--- src/hw/rtl/srcc_pkg.sv ---
// Shared constants, codes and the CRC-8 helper for the sensor response checker.
// No dependencies; the scaler, the core and the bench import this package.
package srcc_pkg;

    // CRC-8: polynomial x^8 + x^5 + x^4 + 1, preset to all ones, no reflection.
    localparam logic [7:0] CRC_POLY = 8'h31;
    localparam logic [7:0] CRC_INIT = 8'hFF;

    // Response kinds held in the configuration register.
    localparam logic [1:0] RESP_MEAS   = 2'd0;
    localparam logic [1:0] RESP_STATUS = 2'd1;
    localparam logic [1:0] RESP_SERIAL = 2'd2;

    // Kinds of converted reading carried with a result word.
    localparam logic [1:0] VK_NONE = 2'd0;
    localparam logic [1:0] VK_TEMP = 2'd1;
    localparam logic [1:0] VK_HUM  = 2'd2;

    // Position of a byte inside its triplet.
    localparam logic [1:0] POS_HIGH = 2'd0;
    localparam logic [1:0] POS_LOW  = 2'd1;
    localparam logic [1:0] POS_CRC  = 2'd2;

    // Configuration bus geometry and register index.
    localparam int unsigned APB_ADDR_W = 3;
    localparam int unsigned APB_DATA_W = 32;
    localparam logic        REG_RESPONSE_KIND = 1'b0;

    // Conversion constants: reading = floor(coef * raw / 65535) - offset.
    localparam logic [14:0] TEMP_COEF   = 15'd17500;
    localparam logic [14:0] HUM_COEF    = 15'd10000;
    localparam logic [14:0] TEMP_OFFSET = 15'd4500;
    localparam logic [16:0] FULL_SCALE  = 17'd65535;

    // Converted reading handed from the scaler to the result register.
    typedef struct packed {
        logic signed [14:0] scaled_value;
        logic [1:0]         value_kind;
    } scale_out_t;

    // One byte of the CRC-8, shifted through MSB first.
    function automatic logic [7:0] crc8_update(input logic [7:0] crc, input logic [7:0] b);
        logic [7:0] c;
        c = crc ^ b;
        for (int i = 0; i < 8; i++) begin
            if (c[7])
            begin
                c = {c[6:0], 1'b0} ^ CRC_POLY;
            end
            else
            begin
                c = {c[6:0], 1'b0};
            end
        end
        return c;
    endfunction

endpackage

--- src/hw/rtl/srcc_in_if.sv ---
// Byte channel into the sensor response checker: valid/ready plus one byte and a frame-start flag.
// No dependencies.
interface srcc_in_if;
    logic       valid;
    logic       ready;
    logic [7:0] data_byte;
    logic       frame_start;

    modport source (output valid, output data_byte, output frame_start, input ready);
    modport sink   (input valid, input data_byte, input frame_start, output ready);
endinterface

--- src/hw/rtl/srcc_out_if.sv ---
// Result channel out of the sensor response checker: valid/ready plus one word.
// No dependencies.
interface srcc_out_if;
    logic               valid;
    logic               ready;
    logic [15:0]        word_value;
    logic               crc_match;
    logic               frame_ok;
    logic signed [14:0] scaled_value;
    logic [1:0]         value_kind;
    logic [31:0]        serial_number;
    logic               frame_end;

    modport source (output valid, output word_value, output crc_match, output frame_ok,
                    output scaled_value, output value_kind, output serial_number,
                    output frame_end, input ready);
    modport sink   (input valid, input word_value, input crc_match, input frame_ok,
                    input scaled_value, input value_kind, input serial_number,
                    input frame_end, output ready);
endinterface

--- src/hw/rtl/srcc_scale.sv ---
// Converts a raw 16-bit sensor word to centidegrees or centipercent.
// Depends on srcc_pkg for the conversion constants and the output struct.
module srcc_scale (
    input  logic [15:0]               raw_word,
    input  logic                      measure,
    input  logic                      second,
    output srcc_pkg::scale_out_t      result
);
    import srcc_pkg::*;

    logic [14:0] coef;
    logic [30:0] product;
    logic [14:0] prod_hi;
    logic [16:0] fold_sum;
    logic [14:0] quotient;
    logic [14:0] offset;

    // One constant-coefficient multiply; humidity on the second word.
    assign coef    = second ? HUM_COEF : TEMP_COEF;
    assign product = 31'(coef) * 31'(raw_word);

    // Divide by 2^16-1: x = a*65536 + b gives a plus one when a + b reaches 65535.
    assign prod_hi  = product[30:16];
    assign fold_sum = 17'(prod_hi) + 17'(product[15:0]);
    assign quotient = prod_hi + 15'(fold_sum >= FULL_SCALE);

    // Temperature carries a fixed offset; the result wraps into 15 bits.
    assign offset = second ? 15'd0 : TEMP_OFFSET;

    always_comb
    begin
        if (measure)
        begin
            result.scaled_value = $signed(quotient - offset);
            result.value_kind   = second ? VK_HUM : VK_TEMP;
        end
        else
        begin
            result.scaled_value = '0;
            result.value_kind   = VK_NONE;
        end
    end

endmodule

--- src/hw/rtl/sensor_response_crc_checker_core.sv ---
// Top level of the sensor response checker: byte input stage, frame tracking,
// CRC check, result register and configuration port.
// Depends on srcc_pkg, srcc_in_if, srcc_out_if and srcc_scale.
//
// Usage: response bytes enter on the rx channel one byte at a time, with
// frame_start set on the first byte of a frame. Bytes group into triplets of
// a big-endian word and its CRC-8; each finished triplet produces one word on
// the result channel, other bytes produce nothing. The response kind
// (measurement, status, serial number) is set through the APB port at byte
// address 0; reads return it. The user must write it only while the block
// is idle; the block itself does not enforce this. After a triplet's CRC byte
// is accepted, its result passes the input and then the result register.
// Throughput: one byte per cycle when not stalled; the CRC byte update and
// the conversion multiply sit in the single stage between the two registers.
// When the receiver stalls, the result is held and one more byte can wait
// in the input register; rx.ready drops only when both are full.
// Reset empties both registers, clears the register to measurement mode and
// starts a new frame with the CRC preset to all ones.
module sensor_response_crc_checker_core (
    input  logic                               clk,
    input  logic                               rst_n,
    srcc_in_if.sink                            rx,
    srcc_out_if.source                         result,
    input  logic                               psel,
    input  logic                               penable,
    input  logic                               pwrite,
    input  logic [srcc_pkg::APB_ADDR_W-1:0]    paddr,
    input  logic [srcc_pkg::APB_DATA_W-1:0]    pwdata,
    output logic [srcc_pkg::APB_DATA_W-1:0]    prdata,
    output logic                               pready
);
    import srcc_pkg::*;

    // Configuration register.
    logic [1:0]  kind_reg;

    // Input stage.
    logic        in_valid_reg;
    logic [7:0]  in_byte_reg;
    logic        in_start_reg;

    // Frame state.
    logic [7:0]  crc_reg, crc_next;
    logic [1:0]  pos_reg, pos_next;
    logic        tidx_reg, tidx_next;
    logic        err_reg, err_next;
    logic [7:0]  high_reg, high_next;
    logic [7:0]  low_reg, low_next;
    logic [15:0] first_word_reg, first_word_next;

    // Result register.
    logic               out_valid_reg;
    logic [15:0]        word_reg;
    logic               match_reg;
    logic               ok_reg;
    logic signed [14:0] scaled_reg;
    logic [1:0]         vkind_reg;
    logic [31:0]        serial_reg;
    logic               end_reg;

    // Stage signals.
    logic        out_free;
    logic        stage_go;
    logic        has_result;
    logic [7:0]  eff_crc;
    logic [1:0]  eff_pos;
    logic        eff_tidx;
    logic        eff_err;
    logic        two_triplets;
    logic [15:0] word;
    logic        match;
    logic        last;
    logic [31:0] serial;
    scale_out_t  conv;

    // APB: always ready, one register at index 0.
    assign pready = 1'b1;
    assign prdata = (paddr[2] == REG_RESPONSE_KIND) ? APB_DATA_W'(kind_reg) : '0;

    always_ff @(posedge clk or negedge rst_n)
    begin
        if (!rst_n)
        begin
            kind_reg <= RESP_MEAS;
        end
        else if (psel && penable && pwrite && pready && (paddr[2] == REG_RESPONSE_KIND))
        begin
            kind_reg <= pwdata[1:0];
        end
    end

    // Handshake: the stage moves when its byte makes no result or the result slot frees.
    assign out_free = !out_valid_reg || result.ready;
    assign stage_go = in_valid_reg && (!has_result || out_free);
    assign rx.ready = !in_valid_reg || stage_go;

    // A frame start discards any partial frame before this byte is used.
    assign eff_crc  = in_start_reg ? CRC_INIT : crc_reg;
    assign eff_pos  = in_start_reg ? POS_HIGH : pos_reg;
    assign eff_tidx = in_start_reg ? 1'b0 : tidx_reg;
    assign eff_err  = in_start_reg ? 1'b0 : err_reg;

    assign has_result   = (eff_pos != POS_HIGH) && (eff_pos != POS_LOW);
    assign two_triplets = (kind_reg == RESP_MEAS) || (kind_reg == RESP_SERIAL);
    assign word         = {high_reg, low_reg};
    assign match        = (in_byte_reg == eff_crc);
    assign last         = !two_triplets || eff_tidx;
    assign serial       = ((kind_reg == RESP_SERIAL) && eff_tidx) ? {first_word_reg, word} : '0;

    srcc_scale u_scale (
        .raw_word (word),
        .measure  (kind_reg == RESP_MEAS),
        .second   (eff_tidx),
        .result   (conv)
    );

    // Next frame state for the byte in the input register.
    always_comb
    begin
        crc_next        = eff_crc;
        pos_next        = eff_pos;
        tidx_next       = eff_tidx;
        err_next        = eff_err;
        high_next       = high_reg;
        low_next        = low_reg;
        first_word_next = first_word_reg;
        case (eff_pos)
            POS_HIGH:
            begin
                high_next = in_byte_reg;
                crc_next  = crc8_update(eff_crc, in_byte_reg);
                pos_next  = POS_LOW;
            end
            POS_LOW:
            begin
                low_next = in_byte_reg;
                crc_next = crc8_update(eff_crc, in_byte_reg);
                pos_next = POS_CRC;
            end
            default:
            begin
                crc_next = CRC_INIT;
                pos_next = POS_HIGH;
                if (!eff_tidx)
                begin
                    first_word_next = word;
                end
                if (last)
                begin
                    tidx_next = 1'b0;
                    err_next  = 1'b0;
                end
                else
                begin
                    tidx_next = 1'b1;
                    err_next  = eff_err || !match;
                end
            end
        endcase
    end

    // Input register.
    always_ff @(posedge clk or negedge rst_n)
    begin
        if (!rst_n)
        begin
            in_valid_reg <= 1'b0;
        end
        else if (rx.valid && rx.ready)
        begin
            in_valid_reg <= 1'b1;
        end
        else if (stage_go)
        begin
            in_valid_reg <= 1'b0;
        end
    end

    always_ff @(posedge clk)
    begin
        if (rx.valid && rx.ready)
        begin
            in_byte_reg  <= rx.data_byte;
            in_start_reg <= rx.frame_start;
        end
    end

    // Frame state registers.
    always_ff @(posedge clk or negedge rst_n)
    begin
        if (!rst_n)
        begin
            crc_reg        <= CRC_INIT;
            pos_reg        <= POS_HIGH;
            tidx_reg       <= 1'b0;
            err_reg        <= 1'b0;
            high_reg       <= '0;
            low_reg        <= '0;
            first_word_reg <= '0;
        end
        else if (stage_go)
        begin
            crc_reg        <= crc_next;
            pos_reg        <= pos_next;
            tidx_reg       <= tidx_next;
            err_reg        <= err_next;
            high_reg       <= high_next;
            low_reg        <= low_next;
            first_word_reg <= first_word_next;
        end
    end

    // Result register.
    always_ff @(posedge clk or negedge rst_n)
    begin
        if (!rst_n)
        begin
            out_valid_reg <= 1'b0;
        end
        else if (stage_go && has_result)
        begin
            out_valid_reg <= 1'b1;
        end
        else if (result.ready)
        begin
            out_valid_reg <= 1'b0;
        end
    end

    always_ff @(posedge clk)
    begin
        if (stage_go && has_result)
        begin
            word_reg   <= word;
            match_reg  <= match;
            ok_reg     <= !(eff_err || !match);
            scaled_reg <= conv.scaled_value;
            vkind_reg  <= conv.value_kind;
            serial_reg <= serial;
            end_reg    <= last;
        end
    end

    assign result.valid         = out_valid_reg;
    assign result.word_value    = word_reg;
    assign result.crc_match     = match_reg;
    assign result.frame_ok      = ok_reg;
    assign result.scaled_value  = scaled_reg;
    assign result.value_kind    = vkind_reg;
    assign result.serial_number = serial_reg;
    assign result.frame_end     = end_reg;

    // A frame cannot be good when the triplet just checked failed.
    assert property (@(posedge clk) disable iff (!rst_n)
        out_valid_reg |-> (!ok_reg || match_reg))
        else $error("frame_ok set on a triplet whose CRC failed");

    // A converted reading and a serial number never share one result.
    assert property (@(posedge clk) disable iff (!rst_n)
        (out_valid_reg && (vkind_reg != VK_NONE)) |-> (serial_reg == '0))
        else $error("serial number given with a converted reading");

    // Temperature is always the first of two triplets, so it never closes a frame.
    assert property (@(posedge clk) disable iff (!rst_n)
        (out_valid_reg && (vkind_reg == VK_TEMP)) |-> !end_reg)
        else $error("temperature result marked as frame end");

    // The byte position only walks through the three triplet slots.
    assert property (@(posedge clk) disable iff (!rst_n)
        (pos_reg == POS_HIGH) || (pos_reg == POS_LOW) || (pos_reg == POS_CRC))
        else $error("byte position left the triplet");

    // A stalled result is never overwritten by the next triplet.
    assert property (@(posedge clk) disable iff (!rst_n)
        (out_valid_reg && !result.ready) |=> $stable(word_reg) && out_valid_reg)
        else $error("held result overwritten");

endmodule

--- src/flat_wrapper.sv ---
// flat-port wrapper written by rule: the top's interface ports become plain ports
module sensor_response_crc_checker_core_flat import srcc_pkg::*;
  (clk, rst_n, psel, penable, pwrite, paddr, pwdata, prdata, pready, rx_valid, rx_data_byte, rx_frame_start, rx_ready, result_valid, result_word_value, result_crc_match, result_frame_ok, result_scaled_value, result_value_kind, result_serial_number, result_frame_end, result_ready);
  srcc_in_if rx_i ();
  srcc_out_if result_i ();
  input  logic clk;
  input  logic rst_n;
  input  logic psel;
  input  logic penable;
  input  logic pwrite;
  input  logic [srcc_pkg::APB_ADDR_W-1:0] paddr;
  input  logic [srcc_pkg::APB_DATA_W-1:0] pwdata;
  output logic [srcc_pkg::APB_DATA_W-1:0] prdata;
  output logic pready;
  input wire logic [$bits(rx_i.valid)-1:0] rx_valid;
  input wire logic [$bits(rx_i.data_byte)-1:0] rx_data_byte;
  input wire logic [$bits(rx_i.frame_start)-1:0] rx_frame_start;
  output wire logic [$bits(rx_i.ready)-1:0] rx_ready;
  output wire logic [$bits(result_i.valid)-1:0] result_valid;
  output wire logic [$bits(result_i.word_value)-1:0] result_word_value;
  output wire logic [$bits(result_i.crc_match)-1:0] result_crc_match;
  output wire logic [$bits(result_i.frame_ok)-1:0] result_frame_ok;
  output wire logic [$bits(result_i.scaled_value)-1:0] result_scaled_value;
  output wire logic [$bits(result_i.value_kind)-1:0] result_value_kind;
  output wire logic [$bits(result_i.serial_number)-1:0] result_serial_number;
  output wire logic [$bits(result_i.frame_end)-1:0] result_frame_end;
  input wire logic [$bits(result_i.ready)-1:0] result_ready;
  assign rx_i.valid = rx_valid;
  assign rx_i.data_byte = rx_data_byte;
  assign rx_i.frame_start = rx_frame_start;
  assign rx_ready = rx_i.ready;
  assign result_valid = result_i.valid;
  assign result_word_value = result_i.word_value;
  assign result_crc_match = result_i.crc_match;
  assign result_frame_ok = result_i.frame_ok;
  assign result_scaled_value = result_i.scaled_value;
  assign result_value_kind = result_i.value_kind;
  assign result_serial_number = result_i.serial_number;
  assign result_frame_end = result_i.frame_end;
  assign result_i.ready = result_ready;
  sensor_response_crc_checker_core u_core (.clk(clk), .rst_n(rst_n), .rx(rx_i), .result(result_i), .psel(psel), .penable(penable), .pwrite(pwrite), .paddr(paddr), .pwdata(pwdata), .prdata(prdata), .pready(pready));
endmodule
--- config.mk ---
export PLATFORM = sky130hd
export DESIGN_NAME = sensor_response_crc_checker_core_flat
export DESIGN_NICKNAME = d
export VERILOG_FILES = /design/src/hw/rtl/srcc_pkg.sv /design/src/hw/rtl/srcc_in_if.sv /design/src/hw/rtl/srcc_out_if.sv /design/src/hw/rtl/srcc_scale.sv /design/src/hw/rtl/sensor_response_crc_checker_core.sv /design/src/flat_wrapper.sv
export SDC_FILE = /design/constraint.sdc
export NUM_CORES = 1
export LEC_CHECK = 0
export ABC_CLOCK_PERIOD_IN_PS = 14750
export BUFFER_PORTS_ARGS = -buffer_cell sky130_fd_sc_hd__buf_2
export CORE_ASPECT_RATIO = 0.7
export CORE_MARGIN = 3
export CORE_UTILIZATION = 25
export DETAILED_ROUTE_END_ITERATION = 10
export PLACE_DENSITY = 0.41
export SLEW_MARGIN = 30
export SYNTH_ARGS = -nofsm -noshare
export SYNTH_HDL_FRONTEND = slang
export SYNTH_HIERARCHICAL = 1
export SYNTH_SLANG_ARGS = --single-unit
--- constraint.sdc ---
create_clock -name clk -period 14.75 [get_ports clk]
set_input_delay 4.425 -clock clk [delete_from_list [all_inputs] [get_ports clk]]
set_output_delay 4.425 -clock clk [all_outputs]
set_load 0.1 [all_outputs]
# [Yosys cells after proc, flatten, opt, wreduce, memory -nomap -nowiden]
# Cells that the tools add are included.
# W data, S select, Z words.
[word_totals] register_bits=125
[op_classes] bitwise=19 reduce_logical=29 n_eq_ne=4 n_lt_le_gt_ge=1 multipliers=1 add_sub_neg=3 muxes=47
[ops] operator="$mux W8" count=15
[ops] operator="$mux W6" count=15
[ops] operator="$not A3 Y3" count=15
[ops] operator="$mul A15 B16 Y31" count=1
[ops] operator="$add A15 B16 Y17" count=1
[ops] operator="$ge A17 B16 Y1 const B" count=1
[ops] operator="$pmux W8 S2" count=1
[ops] operator="$add A15 B1 Y15" count=1
[ops] operator="$mux W15" count=1
[ops] operator="$sub A15 B13 Y15" count=1
[ops] operator="$mux W13" count=1
[ops] operator="$mux W1" count=10
[ops] operator="$eq A8 B8 Y1" count=1
[ops] operator="$logic_and A1 B1 Y1" count=8
[ops] operator="$xor A8 B8 Y8" count=1
[ops] operator="$logic_not A1 Y1" count=6
[ops] operator="$logic_or A1 B1 Y1" count=6
[ops] operator="$mux W2" count=3
[ops] operator="$reduce_bool A2 Y1" count=3
[ops] operator="$logic_not A2 Y1" count=2
[ops] operator="$pmux W2 S2" count=1
[ops] operator="$reduce_and A2 Y1" count=2
[ops] operator="$not A1 Y1" count=3
[ops] operator="$reduce_and A3 Y1" count=1
[ops] operator="4 further kinds" count=4

# [Longest topological paths before layout]
# Gate-level depths: netlist of run 1.
[logic_depth] word_depth=26 ltp_mapped=50 mapped_depth_nobuf=47

# [Hierarchy]
# Netlist of run 1, hierarchy kept.
[modules_own_cells] mod="srcc_scale" area_each_um2=6517.5 n_inst=1 seq_area_each_um2=0.0 cells_each=730
[modules_own_cells] mod="sensor_response_crc_checker_core" area_each_um2=5200.0 n_inst=1 seq_area_each_um2=3523.4 cells_each=350

# [Least setup slack after synthesis of run 1]
# OpenSTA, ideal clock, no wires.
[synth_path] path_type="register to register" from="register u_core.in_start_reg" to="register u_core.scaled_reg[14] (netlist: u_core/result.scaled_value[14]), data pin" t_required_ps=14490 path_stages_with_launch=50 path_slack_ps=4411 setup_time_ps=260 arrival_time_ps=10079 n_path_buf=4 path_cell_list="edfxtp_1 buf_6 nor2b_1 clkbuf_1 clkbuf_1 nand2_1 inv_1 ha_1 inv_1 fa_1 fa_1 inv_1 fa_1 fa_1 ha_1 ha_1 buf_6 a21o_4 [14 not listed] a31o_1 a311oi_1 nor4_1 a31oi_1 a31oi_1 ha_1 inv_1 ha_1 nor2b_1 o21a_1 o21ai_0 a21oi_1 o21ai_0 a21boi_0 or4b_1 a21o_1 a31oi_2 mux2i_1"
[synth_via] elab_chain_cells=7
[synth_rtl] item="start, declared" line_no="sensor_response_crc_checker_core.sv:40" text="logic in_start_reg;"
[synth_rtl] item="start signal, assigned" line_no="sensor_response_crc_checker_core.sv:184" text="in_start_reg <= rx.frame_start;"
[synth_rtl] item="$mux W1 (*)" line_no="sensor_response_crc_checker_core.sv:100" text="assign eff_tidx = in_start_reg ? 1'b0 : tidx_reg;"
[synth_rtl] item="named net u_core.eff_tidx" line_no="sensor_response_crc_checker_core.sv:67" text="logic eff_tidx;"
[synth_rtl] item="$mux W15" line_no="srcc_scale.sv:19" text="assign coef = second ? HUM_COEF : TEMP_COEF;"
[synth_rtl] item="$mul A15 B16 Y31" line_no="srcc_scale.sv:20" text="assign product = 31'(coef) * 31'(raw_word);"
[synth_rtl] item="$add A15 B16 Y17" line_no="srcc_scale.sv:24" text="assign fold_sum = 17'(prod_hi) + 17'(product[15:0]);"
[synth_rtl] item="$ge A17 B16 Y1" line_no="srcc_scale.sv:25" text="assign quotient = prod_hi + 15'(fold_sum >= FULL_SCALE);"
[synth_rtl] item="$add A15 B1 Y15" line_no="srcc_scale.sv:25"
[synth_rtl] item="$sub A15 B13 Y15 (*)" line_no="srcc_scale.sv:34" text="result.scaled_value = $signed(quotient - offset);"
[synth_rtl] item="end signal, assigned" line_no="sensor_response_crc_checker_core.sv:237" text="scaled_reg <= conv.scaled_value;"
[synth_rtl] item="end, declared" line_no="sensor_response_crc_checker_core.sv:56" text="logic signed [14:0] scaled_reg;"
# The timed path passes the listed nets; every way through them passes the cells marked *.
# A chain may end at the register's enable or synchronous reset.

# [Worst setup path after layout of run 1]
[layout_path] from="register u_core.in_start_reg" to="register u_core.scaled_reg[12] (netlist: u_core/result.scaled_value[12]), data pin"
# The elaborated chain is that of the path after synthesis.

==> impl_metrics.tcl, run 1 <==
set metrics [dict create \
    ys.flop_type "edfxtp_1" \
    layout_commonest_cell "ha_1" \
    ys.warnings.count 6 \
    route.vias.total 7878 \
    grt-ovfl-total 0 \
    synthMuxAreaShare_pct 3.44 \
    min_period_ns 12.34 \
    relSlewSlack_pct 47.7 \
    critPathLaunch "u_core/in_start_reg" \
    grt_max_degree 52 \
    gp_congestion 0.817 \
    synthDistinctLibCells 82 \
    synth_compound_area_share_pct 9.41 \
    path_class "register to register" \
    grt_setup_unrepaired "false" \
    slew_violations 0 \
    antenna_cells 0 \
    via_per_inst 4.34 \
    path_max_fanout 26 \
    crit_required_ns 14.93 \
    synth.area.top_cells "edfxtp_1 (20%), ha_1 (16%), fa_1 (16%)" \
    dp_hpwl_mm 23.0 \
    synthArstFlopShare_pct 38.4 \
    synth_cells 1080 \
    drt_pass1_iterations 5 \
    wl_mm 29.3 \
    grt_util_all_layers_pct 12.2 \
    hold_ws_ns 0.495 \
    drt_iter0_drc 497 \
    worstMarginPinSlew_ns 0.781 \
    grt_antenna_before_repair 1 \
    rr_startpoint "u_core/in_start_reg" \
    cts_resized 0 \
    drt-wirelength-per-cell_um 16.2 \
    dieArea_um2 49500 \
    ant_nets 0 \
    ys_seq_elements 125 \
    clock_sinks 125 \
    startpoint_type "register" \
    final_cell_mix "ha_1 (153), inv_1 (144), fa_1 (91), buf_2 (90), edfxtp_1 (77)" \
    status "finished, final reports clean" \
    yosysTopAreaCellShare_pct 19.7 \
    initial_core_util_pct 25.6 \
    crit_top_cell "ha_1" \
    io_pins 154 \
    post_cts_buffers 0 \
    area_delta_synth_final_pct 14.7 \
    crit_path_end_kind "register" \
    die_h_um 187 \
    cts_max_path_buffers 2 \
    fin_ws_ns 2.41 \
    fin_tns_setup_ns 0 \
    cts_buffers 17 \
    fin_crit_sh_pct 83.7 \
    final_util_pct 29.4 \
    synth_simple_gate_area_share_pct 11.5 \
    final_layout_size_suffix_gt1_share_pct 16.8 \
    grt_pass1_vias 7847 \
    critPathSlowestCell "a2111oi_1" \
    clkTransAtPathRegs_ns 0.06 \
    io_buffers 90 \
    core_um2 45700 \
    fmax_mhz 81.0 \
    drv_cap 0 \
    cts-root-buf "clkbuf_16" \
    cts_max_level 4 \
    synth-seq-area-share_pct 30.1 \
    syn_avg_cell_area_um2 10.8 \
    synth_top_family_by_area "adder cells" \
    largest_reg_flops 32 \
    synth_edf_count 77 \
    cts_tree "built" \
    yosys.area.top_type "edfxtp_1" \
    synth_area_um2 11700 \
    finClkSkew_ns 0.00851 \
    hold_viol 0 \
    synthXorXnorAreaFrac_pct 5.65 \
    arrival_ns 12.52 \
    place_ws_ns 2.50 \
    hold_start "u_core/first_word_reg[7]" \
    fp.dieW_um 265 \
    grt_pass1_wl_mm 46.3 \
    slowest_delay_ns 0.67 \
    num-nets-final 1493 \
    fp-row-count 65 \
    clk-insertion-delay-late_ns 0.44 \
    postCtsHoldBufs 0 \
    post-route-drc-count 0 \
    synth_fa_ha_area_share_pct 31.9 \
    hold_class "register to register" \
    finalSetupViolCount 0 \
]
-- synthesized netlist by cell type, types with 3 or more instances --
library cell,instances
a2111oi_0,3
a211oi_1,6
a211oi_2,3
a21boi_0,5
a21o_1,20
a21oi_1,39
a31oi_1,9
a32oi_1,4
and2_1,46
and3_1,3
buf_2,6
buf_4,33
buf_6,6
clkbuf_1,10
conb_1,4
dfrtp_1,40
dfstp_2,8
edfxtp_1,77
fa_1,91
ha_1,153
inv_1,145
mux2_2,34
nand2_1,44
nand2b_1,26
nand3_1,11
nand4_1,4
nor2_1,49
nor2b_1,15
nor3_1,17
nor4_1,3
o211ai_1,4
o21a_1,10
o21ai_0,20
o21ai_1,3
o21bai_1,3
o31ai_1,4
or2_2,7
or3_1,3
or4_1,4
xnor2_1,37
xor2_1,17
xor3_1,3
-- metal layers --
| metal | wire length (um) | global-route usage (%) |
|---|---|---|
| met5 | 0 | 0 |
| met2 | 11500 | 16.3 |
| met4 | 264 | 2.80 |
| met3 | 1240 | 2.59 |
| met1 | 16300 | 19.7 |
-- worst paths after layout --
check / end / slack, ns / cells past startpoint
min: u_core/first_word_reg[7] / 0.50 / 1
min in group asynchronous: u_core/first_word_reg[7] / 4.09 / 2
max reg2reg: u_core/result.scaled_value[12] / 2.41 / 47
max in group asynchronous: u_core/first_word_reg[9] / 10.17 / 2
max: u_core/result.scaled_value[12] / 2.41 / 47
min reg2reg: u_core/first_word_reg[7] / 0.50 / 1
-- worst max-delay path: cells and delay by family, from the launching register on --
kind                     cells  cell delay [ns]
AO/OA/AOI/OAI               19             4.84
multiplexers                 1             0.22
XOR/XNOR                     2             0.46
flip-flops                   1             0.36
adder cells (fa/ha/maj)     10             3.82
AND/OR/NAND/NOR              9             1.47
buffers and inverters        6             0.85
-- kinds of logic after synthesis --
group | after synthesis
muxes | 36
xor gates and xnor gates | 63
and+or+nand+nor | 249
DFF | 125
adders and majority gates | 244
buffers and inverters | 201
other | 4
AOI/OAI and AO/OA | 158
-- through the flow --
step,area [um^2],cells
after floorplan,11900,1136
after global placement,12800,1782
after detailed placement,12800,1782
after CTS,13400,1814
after global routing,13400,1814
final,13400,1814
-- final cells by class --
cell class,instances,area [um^2]
Multi-Input combinational cell,810,7480
Fill cell,4777,32300
Clock buffer,18,439
Timing Repair Buffer,98,510
Inverter,146,548
Tap cell,603,754
Clock inverter,14,189
Sequential cell,125,3520
Power of run 1 is left out: the tool's default activity adds up to more than one toggle a clock period on the data nets, which glitch-free logic cannot reach.
==> inputs of run 2 (changes only) <==
- ABC_AREA: not set -> 1
- ABC_CLOCK_PERIOD_IN_PS: 14750 -> 10850
- PLACE_DENSITY: 0.41 -> 0.42
- clock period: 14.75 -> 10.85 ns (I/O delays scaled with it)
==> run 2 against run 1 <==
  * Register-to-register slack worse by 1.3 ns
  * Highest routed layer unchanged
  * Critical path depth up 6
  * Clock skew rose by 0.0021 ns
  * Critical endpoint unchanged
  * Core utilization rose by 0.27 points
==> impl_metrics.tcl, run 2 <==
set metrics [dict create \
    hold_viol 0 \
    cts_tree "built" \
    io_buffers 90 \
    postCtsHoldBufs 0 \
    area_delta_synth_final_pct 15.6 \
    cts_max_path_buffers 2 \
    critPathSlowestCell "fa_1" \
    startpoint_type "register" \
    crit_path_end_kind "register" \
    grt_antenna_before_repair 0 \
    syn_avg_cell_area_um2 8.86 \
    relSlewSlack_pct 47.1 \
    synthArstFlopShare_pct 38.4 \
    grt_setup_unrepaired "false" \
    ys_seq_elements 125 \
    fill_cells 4877 \
    rr_startpoint "u_core/tidx_reg" \
    dp_hpwl_mm 24.3 \
    hold_class "register to register" \
    synth_edf_count 77 \
    ys.flop_type "edfxtp_1" \
    layout_commonest_cell "inv_1" \
    synthDistinctLibCells 49 \
    gp_congestion 0.855 \
    hold_depth 2 \
    slew_violations 0 \
    final_layout_size_suffix_gt1_share_pct 14.2 \
    hold_start "u_core/crc_reg[1]" \
    final_cell_mix "inv_1 (279), nand2_1 (235), ha_1 (153), nor2_1 (101), fa_1 (91)" \
    path_max_fanout 10 \
    cts_buffers 17 \
    drt_iter0_drc 536 \
    fp.dieW_um 265 \
    ys.warnings.count 6 \
    yosysTopAreaCellShare_pct 19.7 \
    min_period_ns 9.76 \
    regArea_um2 3520 \
    timing.reg2reg.setup_slack_ns 1.09 \
    drt_pass1_iterations 5 \
    path_class "register to register" \
    ys_top_cells_by_count "inv_1 (280), nand2_1 (235), ha_1 (153)" \
    arrival_ns 9.95 \
    clk-insertion-delay-late_ns 0.43 \
    crit_family "adder cells" \
    dieArea_um2 49700 \
    crit_top_cell "nand2_1" \
    cts-root-buf "clkbuf_16" \
    crit_required_ns 11.04 \
    synth_cells 1328 \
    fp-row-count 65 \
    num-nets-final 1758 \
    yosys.area.top_type "edfxtp_1" \
    initial_core_util_pct 25.7 \
    grt_pass1_wl_mm 47.5 \
    core_um2 45800 \
    grt_util_all_layers_pct 12.3 \
    status "finished, final reports clean" \
    ant_nets 0 \
    grt-ovfl-total 0 \
    fin_crit_sh_pct 89.9 \
    antenna_cells 0 \
    drv_cap 0 \
    cp_num_cells 53 \
    synth_most_common_cell "inv_1" \
    critPathLaunch "u_core/tidx_reg" \
    via_per_inst 4.16 \
    slowest_delay_ns 0.56 \
    post-route-drc-count 0 \
    path_buf_inv 7 \
    multiInputGateArea_um2 7100 \
    finalSetupViolCount 0 \
    die_h_um 187 \
    finClkSkew_ns 0.0106 \
    drt-wirelength-per-cell_um 14.5 \
    largest_reg_flops 32 \
    synth.area.top_cells "edfxtp_1 (20%), ha_1 (16%), fa_1 (15%)" \
    synth_area_um2 11800 \
    clock_sinks 125 \
    grt_max_degree 57 \
    worstMarginPinSlew_ns 0.793 \
    route.vias.total 8650 \
    worstRegToRegCells 53 \
    wl_mm 30.0 \
    fin_tns_setup_ns 0 \
    synth-seq-area-share_pct 30.0 \
    cts_max_level 4 \
    clkTransAtPathRegs_ns 0.06 \
    grt_pass1_vias 8359 \
    fmax_mhz 102 \
    io_pins 154 \
]
[run 2: changes by cell type in the layout (fill, tap and decap cells not counted), moves of 19 or more]
cell / change
nand2_1: +191
nand2b_1: -26
a21o_1: -19
a21oi_1: +21
nor2_1: +52
xnor2_1: -22
mux2_2: -34
nand3_1: +19
inv_1: +135
and2_1: -45
o21ai_0: +39
[run 2: timing repair]
item                                    4_1_cts  5_1_grt
endpoints found under the setup margin        0        1
buffers inserted                              0        0
gates resized for setup                       0        4
[run 2: worst paths after layout]
kind / to
min in group asynchronous: u_core/first_word_reg[1]
worst max register to register: u_core/result.scaled_value[12]
worst max-delay path: u_core/result.scaled_value[12]
worst min-delay path: u_core/crc_reg[1]
worst min register to register: u_core/crc_reg[1]
max in group asynchronous: u_core/high_reg[3]
[run 2: routing by layer]
layer	GRT usage, %	part of all wire (%)
met4	2.80	0.90
met3	2.14	3.6
met1	19.6	55
met2	17.0	41
met5	0	0
[run 2: cell families (layout without fill, tap and decap cells)]
kind of cell,count (synthesis),after routing,share of synthesized area (%)
and+or+nand+nor,436,437,16.3
buffers and inverters,334,425,11.8
adders and majority gates,244,244,31.8
AOI/OAI and AO/OA,148,148,6.94
DFF,125,125,30.0
xor gates and xnor gates,37,37,3.07
other,4,60,0.128
[run 2: final cells by class]
class                           instances  area share, %
Timing Repair Buffer                  105           4.14
Clock inverter                         11          0.792
Inverter                              288           7.97
Sequential cell                       125           25.9
Clock buffer                           21           3.39
Multi-Input combinational cell        926           52.2
Tap cell                              603           5.55
[run 2: worst min-delay path, stage by stage (launching register included)]
cell	delay, ns
dfstp_2	0.37
nor2_1	0.10
a21oi_1	0.05
[run 2: per-stage QoR]
| step | util (%) | hold WS, ns | setup slack (ns) | cell area (um^2) | instances |
|---|---|---|---|---|---|
| 2_1_floorplan | - | 0.461 | 1.99 | 12000 | 1384 |
| 3_3_place_gp | 28.4 | 0.476 | 0.837 | 13000 | 2046 |
| 3_5_place_dp | 28.4 | 0.498 | 0.899 | 13000 | 2046 |
| 4_1_cts | 29.6 | 0.514 | 0.868 | 13600 | 2078 |
| 5_1_grt | 29.7 | 0.533 | 0.0778 | 13600 | 2079 |
| 6_report | 29.7 | 0.517 | 1.09 | 13600 | 2079 |
Power of run 2 is left out for the same reason.
==> inputs of run 3 (changes only) <==
- ABC_CLOCK_PERIOD_IN_PS: 10850 -> 9400
- PLACE_DENSITY: 0.42 -> 0.41
- clock period: 10.85 -> 9.4 ns (I/O delays scaled with it)
==> run 3 against run 2 <==
  * Wire length rose by 4.7%
  * Non-clock buffer count up 81
  * Count of clock-buffer cells in the layout down 1
  * First-iteration DRC count increased by 20%
  * Highest routed layer unchanged
==> impl_metrics.tcl, run 3 (synthesized netlist as in run 2, its figures left out) <==
set metrics [dict create \
    slowest_delay_ns 0.57 \
    finish.instance_area_um2 14800 \
    dp_hpwl_mm 25.2 \
    die_h_um 187 \
    whs_endpoint "u_core/crc_reg[1]" \
    fmax_mhz 112 \
    relSlewSlack_pct 46.0 \
    dieArea_um2 49700 \
    largest_reg_flops 32 \
    drv_cap 0 \
    min_period_ns 8.93 \
    grt_pass1_vias 8701 \
    crit_path_end_kind "register" \
    layout_commonest_cell "inv_1" \
    hold_depth 2 \
    path_max_fanout 8 \
    fin_tns_setup_ns 0 \
    timing.reg2reg.setup_slack_ns 0.47 \
    rr_startpoint "u_core/in_start_reg" \
    gp_congestion 0.833 \
    critPathSlowestCell "fa_1" \
    area_delta_synth_final_pct 25.5 \
    core_um2 45800 \
    wl_mm 31.5 \
    via_per_inst 4.17 \
    hold_start "u_core/crc_reg[1]" \
    clk-insertion-delay-late_ns 0.44 \
    drt-wirelength-per-cell_um 14.6 \
    final_util_pct 32.2 \
    ant_nets 0 \
    worstMarginPinSlew_ns 0.809 \
    worstRegToRegCells 56 \
    startpoint_type "register" \
    num-nets-final 1839 \
    fp.dieW_um 265 \
    fp-row-count 65 \
    grt_antenna_before_repair 0 \
    grt_util_all_layers_pct 12.7 \
    final_layout_size_suffix_gt1_share_pct 23.4 \
    crit_required_ns 9.60 \
    finalSetupViolCount 0 \
    initial_core_util_pct 25.7 \
    final_cell_mix "inv_1 (275), nand2_1 (225), ha_1 (127), nor2_1 (91), buf_2 (90)" \
    grt_max_degree 59 \
    drt_pass1_iterations 6 \
    place_inst 2104 \
    io_buffers 90 \
    cts_max_path_buffers 2 \
    antenna_cells 0 \
    status "finished, final reports clean" \
    grt-ovfl-total 0 \
    drt_iter0_drc 642 \
    cts-root-buf "clkbuf_16" \
    post-route-drc-count 0 \
    fill_cells 4823 \
    io_pins 154 \
    clock_sinks 125 \
    hold_class "register to register" \
    finClkSkew_ns 0.0186 \
    hold_viol 0 \
    dpl_cell_area_um2 13400 \
    cts_max_level 4 \
    reg2reg_to "u_core/result.scaled_value[12]" \
    path_class "register to register" \
    stdcell_count 2160 \
    route.vias.total 9015 \
    fin_crit_sh_pct 95.0 \
    clkTransAtPathRegs_ns 0.07 \
    cts_buffers 17 \
    arrival_ns 9.13 \
    grt_pass1_wl_mm 48.9 \
    cts_tree "built" \
    slew_violations 0 \
]
run 3: per-stage QoR:
| stage | setup WS, ns | hold slack, ns |
|---|---|---|
| 3_3_place_gp | 0.000111 | 0.475 |
| 3_5_place_dp | -0.0932 | 0.489 |
| 2_1_floorplan | 0.535 | 0.461 |
| 4_1_cts | 0.0102 | 0.502 |
| 5_1_grt | -0.106 | 0.517 |
| 6_report | 0.466 | 0.508 |
run 3: final cells by class:
| cell class | count | area [um^2] | share of cell area, % |
|---|---|---|---|
| clock buffers | 20 | 478 | 3.24 |
| clock inverters | 12 | 96.3 | 0.653 |
| inverters | 288 | 1080 | 7.34 |
| multi-input cells | 926 | 7590 | 51.4 |
| flip-flops and latches | 125 | 3520 | 23.9 |
| well taps | 603 | 754 | 5.11 |
| repair buffers | 186 | 1240 | 8.41 |
run 3: worst max-delay path by stage:
stage                         from                              to  depth (start not counted)
3_5_place_dp   u_core/in_start_reg  u_core/result.scaled_value[12]                         53
2_1_floorplan  u_core/in_start_reg  u_core/result.scaled_value[12]                         55
5_1_grt        u_core/in_start_reg  u_core/result.scaled_value[12]                         55
4_1_cts            u_core/tidx_reg  u_core/result.scaled_value[12]                         57
6_report       u_core/in_start_reg  u_core/result.scaled_value[12]                         56
3_3_place_gp   u_core/in_start_reg  u_core/result.scaled_value[12]                         55
run 3: worst max-delay path: cells and delay by family (launching register included):
family          cells  cell delay, ns
fa+ha+maj          10            3.30
simple gates       27            2.74
flops               1            0.47
buf+inv            10            0.92
compound gates      8            1.11
xor+xnor            1            0.14
run 3: repair_timing:
action                                  CTS  global route
endpoints found under the setup margin    2             7
gates resized for setup                   4            96
hold buffers                              0             0
setup buffers                             2            20
cloned                                    0             3
endpoints found under the hold margin     0             0
pin swaps                                 1            59
run 3: metal layers:
metal,wire (um),vias up,global-route usage [%]
met1,17100,4307,20.2
li1,-,4532,-
met4,323,0,3.05
met3,1280,17,2.13
met5,0,-,0
met2,12700,159,17.3
Power of run 3 is left out for the same reason.
